$ cat src/bafom_pkg.sv
package bafom_pkg;

  // Field and datapath widths
  localparam int unsigned DATA_W  = 32;
  localparam int unsigned STAMP_W = 63;
  localparam int unsigned DIV_N   = 62;   // |dv| * 1e9 stays below 2^62
  localparam int unsigned CNT_W   = 6;
  localparam int unsigned CFG_IDX_W = 2;

  localparam logic signed [DATA_W-1:0] NS_PER_S = 32'sd1000000000;

  // Reset values of the configuration registers
  localparam logic              USE_KIN_RST = 1'b1;
  localparam logic [DATA_W-1:0] MIN_INT_RST = 32'd100000;
  localparam logic [DATA_W-1:0] MAX_INT_RST = 32'd500000000;

  // Sample kind carried by the command field
  localparam logic CMD_ODOM = 1'b0;
  localparam logic CMD_IMU  = 1'b1;

  typedef enum logic [CFG_IDX_W-1:0] {
    CFG_USE_KIN = 2'd0,
    CFG_MIN_INT = 2'd1,
    CFG_MAX_INT = 2'd2
  } cfg_idx_e;

  typedef enum logic [2:0] {
    ST_IDLE,
    ST_RATE_MUL,
    ST_RATE_DIV,
    ST_YAW_MUL,
    ST_YAW_ACC
  } st_e;

  // Clamp a 64-bit value to the signed 32-bit range
  function automatic logic signed [DATA_W-1:0] sat32(input logic signed [63:0] v);
    logic signed [DATA_W-1:0] r;
    if (v > 64'sh0000_0000_7FFF_FFFF) begin
      r = 32'sh7FFF_FFFF;
    end else if (v < -64'sh0000_0000_8000_0000) begin
      r = -32'sh8000_0000;
    end else begin
      r = v[DATA_W-1:0];
    end
    return r;
  endfunction

endpackage

$ cat src/bafom_div.sv
module bafom_div
  import bafom_pkg::*;
(
  input  logic              clk_i,
  input  logic              rst_ni,
  input  logic              start_i,
  input  logic [DIV_N-1:0]  dividend_i,
  input  logic [DATA_W-1:0] divisor_i,
  output logic              done_o,
  output logic [DIV_N-1:0]  quotient_o
);

  logic              busy_q;
  logic              done_q;
  logic [CNT_W-1:0]  cnt_q;
  logic [DIV_N-1:0]  num_q;
  logic [DATA_W-1:0] rem_q;
  logic [DATA_W-1:0] dvsr_q;

  logic [DATA_W:0]   shifted;
  logic [DATA_W+1:0] trial;
  logic              borrow;

  // One restoring step: shift in the next dividend bit and try a subtract
  always_comb begin
    shifted = {rem_q, num_q[DIV_N-1]};
    trial   = {1'b0, shifted} - {2'b00, dvsr_q};
    borrow  = trial[DATA_W+1];
  end

  // Control: run DIV_N steps after start, then pulse done
  always_ff @(posedge clk_i or negedge rst_ni) begin
    if (!rst_ni) begin
      busy_q <= 1'b0;
      done_q <= 1'b0;
      cnt_q  <= '0;
    end else begin
      done_q <= 1'b0;
      if (start_i) begin
        busy_q <= 1'b1;
        cnt_q  <= CNT_W'(DIV_N - 1);
      end else if (busy_q) begin
        if (cnt_q == '0) begin
          busy_q <= 1'b0;
          done_q <= 1'b1;
        end else begin
          cnt_q <= cnt_q - CNT_W'(1);
        end
      end
    end
  end

  // Datapath: quotient bits collect in the low end of the dividend register
  always_ff @(posedge clk_i) begin
    if (start_i) begin
      num_q  <= dividend_i;
      rem_q  <= '0;
      dvsr_q <= divisor_i;
    end else if (busy_q) begin
      num_q <= {num_q[DIV_N-2:0], ~borrow};
      rem_q <= borrow ? shifted[DATA_W-1:0] : trial[DATA_W-1:0];
    end
  end

  assign done_o     = done_q;
  assign quotient_o = num_q;

endmodule

$ cat src/body_accel_from_odometry_merge.sv
// Inertial sample: result is registered and offered in the cycle after the transfer.
// Odometry sample: stored in the transfer cycle; with a usable interval the
// derivation keeps the input stalled until it ends (two 62-step serial
// divisions plus multiply and accumulate steps on one shared multiplier).
// Throughput: one inertial sample per cycle unless the output or a derivation stalls it.
// Reset clears previous-sample and derived-valid marks and loads register defaults.
module body_accel_from_odometry_merge
  import bafom_pkg::*;
(
  input  logic                      clk_i,
  input  logic                      rst_ni,
  input  logic                      cfg_we_i,
  input  logic [CFG_IDX_W-1:0]      cfg_idx_i,
  input  logic [DATA_W-1:0]         cfg_data_i,
  input  logic                      in_valid_i,
  output logic                      in_stall_o,
  input  logic                      command_i,
  input  logic                      sample_valid_i,
  input  logic [STAMP_W-1:0]        odo_stamp_i,
  input  logic signed [DATA_W-1:0]  vel_x_i,
  input  logic signed [DATA_W-1:0]  vel_y_i,
  input  logic signed [DATA_W-1:0]  yaw_rate_i,
  input  logic signed [DATA_W-1:0]  accel_x_i,
  input  logic signed [DATA_W-1:0]  accel_y_i,
  input  logic signed [DATA_W-1:0]  accel_z_i,
  input  logic signed [DATA_W-1:0]  gyro_x_i,
  input  logic signed [DATA_W-1:0]  gyro_y_i,
  input  logic signed [DATA_W-1:0]  gyro_z_i,
  output logic                      out_valid_o,
  input  logic                      out_stall_i,
  output logic signed [DATA_W-1:0]  out_accel_x_o,
  output logic signed [DATA_W-1:0]  out_accel_y_o,
  output logic signed [DATA_W-1:0]  out_accel_z_o,
  output logic signed [DATA_W-1:0]  out_gyro_x_o,
  output logic signed [DATA_W-1:0]  out_gyro_y_o,
  output logic signed [DATA_W-1:0]  out_gyro_z_o,
  output logic                      derived_used_o
);

  // Configuration registers
  logic              use_kin_q;
  logic [DATA_W-1:0] min_int_q;
  logic [DATA_W-1:0] max_int_q;

  // Sequencer and stored state
  st_e st_q, st_d;
  logic                     have_prev_q;
  logic                     der_valid_q;
  logic                     side_q;        // 0: x axis, 1: y axis
  logic [STAMP_W-1:0]       prev_stamp_q;
  logic signed [DATA_W-1:0] prev_vx_q, prev_vy_q;
  logic signed [DATA_W-1:0] der_ax_q, der_ay_q;
  logic signed [DATA_W-1:0] vx_q, vy_q, wz_q;
  logic signed [DATA_W:0]   dvx_q, dvy_q;
  logic [DATA_W-1:0]        dt_q;
  logic signed [63:0]       acc_q;
  logic signed [63:0]       prod_q;

  // Output register
  logic                     out_valid_q;
  logic                     der_used_q;
  logic signed [DATA_W-1:0] o_ax_q, o_ay_q, o_az_q, o_gx_q, o_gy_q, o_gz_q;

  // Combinational signals
  logic                     in_xfer, odo_xfer, imu_xfer;
  logic [63:0]              diff;
  logic                     in_range;
  logic signed [DATA_W:0]   dv_sel, mag;
  logic signed [DATA_W:0]   mul_a;
  logic signed [DATA_W-1:0] mul_b;
  logic signed [2*DATA_W:0] mul_p;
  logic                     div_start, div_done;
  logic [DIV_N-1:0]         quo;
  logic signed [63:0]       quo_ext, yaw_term, acc_sum;

  assign in_stall_o = (st_q != ST_IDLE) || (out_valid_q && out_stall_i);
  assign in_xfer    = in_valid_i && !in_stall_o;
  assign odo_xfer   = in_xfer && sample_valid_i && (command_i == CMD_ODOM);
  assign imu_xfer   = in_xfer && sample_valid_i && (command_i == CMD_IMU);

  // Interval check against the stored stamp
  always_comb begin
    diff     = {1'b0, odo_stamp_i} - {1'b0, prev_stamp_q};
    in_range = !diff[63] && (diff[62:DATA_W] == '0)
               && (diff[DATA_W-1:0] > min_int_q) && (diff[DATA_W-1:0] < max_int_q);
  end

  // Shared multiplier: |dv| * 1e9 for the rate, yaw rate * velocity for the turn term
  always_comb begin
    dv_sel = side_q ? dvy_q : dvx_q;
    mag    = dv_sel[DATA_W] ? -dv_sel : dv_sel;
    if (st_q == ST_YAW_MUL) begin
      mul_a = side_q ? {vx_q[DATA_W-1], vx_q} : {vy_q[DATA_W-1], vy_q};
      mul_b = wz_q;
    end else begin
      mul_a = mag;
      mul_b = NS_PER_S;
    end
    mul_p = (2*DATA_W+1)'(mul_a) * (2*DATA_W+1)'(mul_b);
  end

  assign div_start = (st_q == ST_RATE_MUL);

  bafom_div u_div (
    .clk_i      (clk_i),
    .rst_ni     (rst_ni),
    .start_i    (div_start),
    .dividend_i (mul_p[DIV_N-1:0]),
    .divisor_i  (dt_q),
    .done_o     (div_done),
    .quotient_o (quo)
  );

  // Signed rate and the accumulate step (floor shift of the turn term)
  always_comb begin
    quo_ext  = {{(64-DIV_N){1'b0}}, quo};
    yaw_term = prod_q >>> 16;
    acc_sum  = side_q ? (acc_q + yaw_term) : (acc_q - yaw_term);
  end

  // Next state
  always_comb begin
    st_d = st_q;
    unique case (st_q)
      ST_IDLE: begin
        if (odo_xfer && have_prev_q && in_range) begin
          st_d = ST_RATE_MUL;
        end
      end
      ST_RATE_MUL: st_d = ST_RATE_DIV;
      ST_RATE_DIV: begin
        if (div_done) begin
          st_d = ST_YAW_MUL;
        end
      end
      ST_YAW_MUL:  st_d = ST_YAW_ACC;
      ST_YAW_ACC:  st_d = side_q ? ST_IDLE : ST_RATE_MUL;
      default:     st_d = ST_IDLE;
    endcase
  end

  always_ff @(posedge clk_i or negedge rst_ni) begin
    if (!rst_ni) begin
      st_q <= ST_IDLE;
    end else begin
      st_q <= st_d;
    end
  end

  // Configuration writes
  always_ff @(posedge clk_i or negedge rst_ni) begin
    if (!rst_ni) begin
      use_kin_q <= USE_KIN_RST;
      min_int_q <= MIN_INT_RST;
      max_int_q <= MAX_INT_RST;
    end else if (cfg_we_i) begin
      unique case (cfg_idx_e'(cfg_idx_i))
        CFG_USE_KIN: use_kin_q <= cfg_data_i[0];
        CFG_MIN_INT: min_int_q <= cfg_data_i;
        CFG_MAX_INT: max_int_q <= cfg_data_i;
        default: ;
      endcase
    end
  end

  // Control flags: previous-sample mark, derived-valid mark, axis select
  always_ff @(posedge clk_i or negedge rst_ni) begin
    if (!rst_ni) begin
      have_prev_q <= 1'b0;
      der_valid_q <= 1'b0;
      side_q      <= 1'b0;
    end else begin
      if (odo_xfer) begin
        have_prev_q <= 1'b1;
        side_q      <= 1'b0;
        if (have_prev_q && !in_range) begin
          der_valid_q <= 1'b0;
        end
      end
      if (st_q == ST_YAW_ACC) begin
        side_q <= 1'b1;
        if (side_q) begin
          der_valid_q <= 1'b1;
        end
      end
    end
  end

  // Odometry capture and derivation datapath
  always_ff @(posedge clk_i) begin
    if (odo_xfer) begin
      prev_stamp_q <= odo_stamp_i;
      prev_vx_q    <= vel_x_i;
      prev_vy_q    <= vel_y_i;
      vx_q         <= vel_x_i;
      vy_q         <= vel_y_i;
      wz_q         <= yaw_rate_i;
      dvx_q        <= {vel_x_i[DATA_W-1], vel_x_i} - {prev_vx_q[DATA_W-1], prev_vx_q};
      dvy_q        <= {vel_y_i[DATA_W-1], vel_y_i} - {prev_vy_q[DATA_W-1], prev_vy_q};
      dt_q         <= diff[DATA_W-1:0];
    end
    if ((st_q == ST_RATE_DIV) && div_done) begin
      acc_q <= dv_sel[DATA_W] ? -quo_ext : quo_ext;
    end
    if (st_q == ST_YAW_MUL) begin
      prod_q <= mul_p[63:0];
    end
    if (st_q == ST_YAW_ACC) begin
      if (side_q) begin
        der_ay_q <= sat32(acc_sum);
      end else begin
        der_ax_q <= sat32(acc_sum);
      end
    end
  end

  // Output register: load on an inertial transfer, drop once taken
  always_ff @(posedge clk_i or negedge rst_ni) begin
    if (!rst_ni) begin
      out_valid_q <= 1'b0;
    end else if (imu_xfer) begin
      out_valid_q <= 1'b1;
    end else if (!out_stall_i) begin
      out_valid_q <= 1'b0;
    end
  end

  always_ff @(posedge clk_i) begin
    if (imu_xfer) begin
      der_used_q <= use_kin_q && der_valid_q;
      o_ax_q     <= (use_kin_q && der_valid_q) ? der_ax_q : accel_x_i;
      o_ay_q     <= (use_kin_q && der_valid_q) ? der_ay_q : accel_y_i;
      o_az_q     <= accel_z_i;
      o_gx_q     <= gyro_x_i;
      o_gy_q     <= gyro_y_i;
      o_gz_q     <= gyro_z_i;
    end
  end

  assign out_valid_o    = out_valid_q;
  assign out_accel_x_o  = o_ax_q;
  assign out_accel_y_o  = o_ay_q;
  assign out_accel_z_o  = o_az_q;
  assign out_gyro_x_o   = o_gx_q;
  assign out_gyro_y_o   = o_gy_q;
  assign out_gyro_z_o   = o_gz_q;
  assign derived_used_o = der_used_q;

endmodule

$ cat config.mk
export PLATFORM = sky130hd
export DESIGN_NAME = body_accel_from_odometry_merge
export DESIGN_NICKNAME = d
export VERILOG_FILES = /design/src/bafom_pkg.sv /design/src/bafom_div.sv /design/src/body_accel_from_odometry_merge.sv
export SDC_FILE = /design/constraint.sdc
export NUM_CORES = 2
export LEC_CHECK = 0
export ABC_AREA = 1
export ABC_CLOCK_PERIOD_IN_PS = 85500
export BUFFER_PORTS_ARGS = -buffer_cell sky130_fd_sc_hd__buf_4
export CELL_PAD_IN_SITES_DETAIL_PLACEMENT = 0
export CELL_PAD_IN_SITES_GLOBAL_PLACEMENT = 1
export CORE_ASPECT_RATIO = 0.7
export CORE_MARGIN = 1
export CORE_UTILIZATION = 40
export DETAILED_ROUTE_END_ITERATION = 16
export GPL_ROUTABILITY_DRIVEN = 0
export PLACE_DENSITY = 0.75
export SLEW_MARGIN = 0
export SYNTH_ARGS = -nofsm -noshare
export SYNTH_HDL_FRONTEND = slang
export SYNTH_HIERARCHICAL = 1
export SYNTH_SLANG_ARGS = --single-unit
$ cat constraint.sdc
create_clock -name clk_i -period 85.5 [get_ports clk_i]
set_clock_uncertainty 0.05 [all_clocks]
set_input_delay 12.825 -clock clk_i [delete_from_list [all_inputs] [get_ports clk_i]]
set_output_delay 12.825 -clock clk_i [all_outputs]
set_load 0.005 [all_outputs]
==> impl_results.md <==
- Status: completed
- Worst-path clk slew: 0.06 ns
- Setup violations, final: 0
- WP data required: 72.62 ns
- Setup bufs post-CTS: 0
- Vias: 74500
- Period utilization: 0.306
- CTS H-tree depth: 3
- Die ar.: 224000 um2
- Fin cells: 14300
- Slew Limit Fails: 0
- Vias in the first global route: 73900
- Hold WS: 0.369 ns
- Post-synthesis cell type count: 69
- Hold Crit Class: reg -> reg
- Post-CTS Hold Buffers: 0
- DP Cell Count: 14100
- Fraction of layout cells with a size suffix above 1: 0.0897
- Core ar.: 221000 um2
- Worst-Margin Slew: 1.38 ns
- Number of synthesis warnings: 6
- Area grow syn2layout: 12.2%
- WL final: 306 mm
- Commonest non-fill, non-tap cells in the layout: 2757 x nand2_1, 2322 x inv_1, 1108 x fa_1
- Slew headroom: 0.0723
- Crit. End Element: output port
- Num Clock Sinks: 832
- Post-synthesis mux area share: 0.00184
- Simple-Gate Fraction of Synth Area: 0.208
- Drt first-iter violations: 8053
- DIE WIDTH: 565 um
- Final #Nets: 13300
- Clock buffer depth: 3
- Clock buffer count from CTS: 90
- Tot GR Track Use: 0.273
- Adder-Cell Fraction of Synth Area: 0.316
- Post-synthesis sequential area ratio: 0.273
- Cells after synthesis: 10800
- GRT Residual Overflow: 0
- Compound-Gate Fraction of Synth Area: 0.0532
- Resize count post-CTS: 0
- Skew-Pair Late Insertion Delay: 0.76 ns
- Post-synth EDFFs: 720
- # DRC: 0
- Post-Syn Area: 88900 um2
- Post-Synth XOR/XNOR Area: 0.0348
- Worst setup path class: in -> out
- Final core occ: 0.452
- Leading cell type in the layout, fill and taps excluded: nand2_1
- Number of synthesized register bits: 832
- RSZ-0062 raised after global routing: false
- Clock Root Buffer: clkbuf_16
- Fin crit period: 26.16 ns
- CTS tree: done
- Maxcap violations: 0
- Die height: 396 um
- Starting Density: 0.403
- Number of routed nets with antenna violations: 0
- IO buf count: 586
- Avg Inst Size Synth: 8.24 um2
- Worst Setup Start Kind: primary input
- Main combinational cell family by area after synthesis: adder cells
- Initial antenna violation count: 5
- Ys flop type: edfxtp_1
- Fraction of registers with async set/reset: 0.0962
- Syn_nets: 12800
- Row count: 144
- Io pins: 587
- Fmax: 0.0382 GHz
- Final TNS setup: 0 ns
- Largest net degree at the start of global routing: 164
- Crit Path Max Fanout: 3
- Wire per inst: 21.4 um
- Detailed Routing Iterations Pass 1: 6
- DPL Wire Length: 247 mm
- Arr. time, crit path: 13.29 ns
- First-pass GRT wire length: 460 mm
- Final hold vios: 0
- Drt via density: 5.20
[area by class of cell]
class,instances,area [um2]
clock inverter,54,719
sequential,832,24300
multi-input combinational,7342,54600
timing repair buffer,690,5200
clock buffer,111,2340
antenna,3,7.51
fill,21800,121000
inverter,2363,8870
tap,2920,3650
[cells in the mapped netlist (all sizes together), types with 35 or more instances]
cell	instances	area (um2)
nand2	2793	10600
edfxtp	720	21600
a21oi	366	1870
o21ai	339	1750
nor2	1143	4460
nand4	93	588
xnor2	135	1180
nor3	89	485
clkbuf	165	621
nand3	311	1600
inv	2345	8800
ha	474	5930
xor2	218	1910
dfrtp	60	1500
fa	1108	22200
a31oi	35	219
buf	89	559
[sequential cells by signal, indices dropped and copies added, names as in the netlist, 33 cells and up]
register and cells:
acc_q 64, dvx_q 33, dvy_q 33, prev_stamp_q 63
prod_q 48, u_div/quotient_o 62
[cell families after synthesis]
group,Yosys count
AND/OR/NAND/NOR,4537
buffers and inverters,2617
adder cells (fa/ha/maj),1582
AO/OA/AOI/OAI,856
flip-flops,832
XOR/XNOR,353
multiplexers,14
[worst max-delay path, stage by stage]
cell,delay (ns)
buf_4,0.11
nand2_1,0.08
nand2_1,0.11
buf_4,0.16
[per-layer routing]
layer | part of all wire | global-route usage | vias up
met5 | 0.00010 | 0.00108 | -
met4 | 0.029 | 0.0720 | 4
met3 | 0.12 | 0.0732 | 450
met2 | 0.38 | 0.362 | 3641
met1 | 0.47 | 0.429 | 36400
li1 | - | - | 34000
[path summary, 6_finish.rpt]
path | startpoint | endpoint | slack (ns) | cells after the start
max in group asynchronous | rst_ni | side_q$_DFFE_PN0P_ | 72.17 | 2
min in group asynchronous | rst_ni | out_valid_o$_DFFE_PN0P_ | 12.04 | 1
min | dt_q[11]$_DFFE_PP_ | u_div/dvsr_q[11]$_DFFE_PP_ | 0.37 | 0
max | out_stall_i | in_stall_o | 59.34 | 4
min reg2reg | dt_q[11]$_DFFE_PP_ | u_div/dvsr_q[11]$_DFFE_PP_ | 0.37 | 0
max reg2reg | side_q$_DFFE_PN0P_ | u_div/quotient_o[60]$_DFFE_PP_ | 73.17 | 38
[stage by stage]
stage | setup WS, ns | cell area, um2
2_1_floorplan | 46.15 | 88900
3_3_place_gp | 59.31 | 96700
3_5_place_dp | 59.33 | 96700
4_1_cts | 59.33 | 99700
5_1_grt | 59.31 | 99700
6_report | 59.34 | 99700
Power is not shown: default switching activity piles up to over one toggle a cycle in this logic, so the estimate is an artifact.
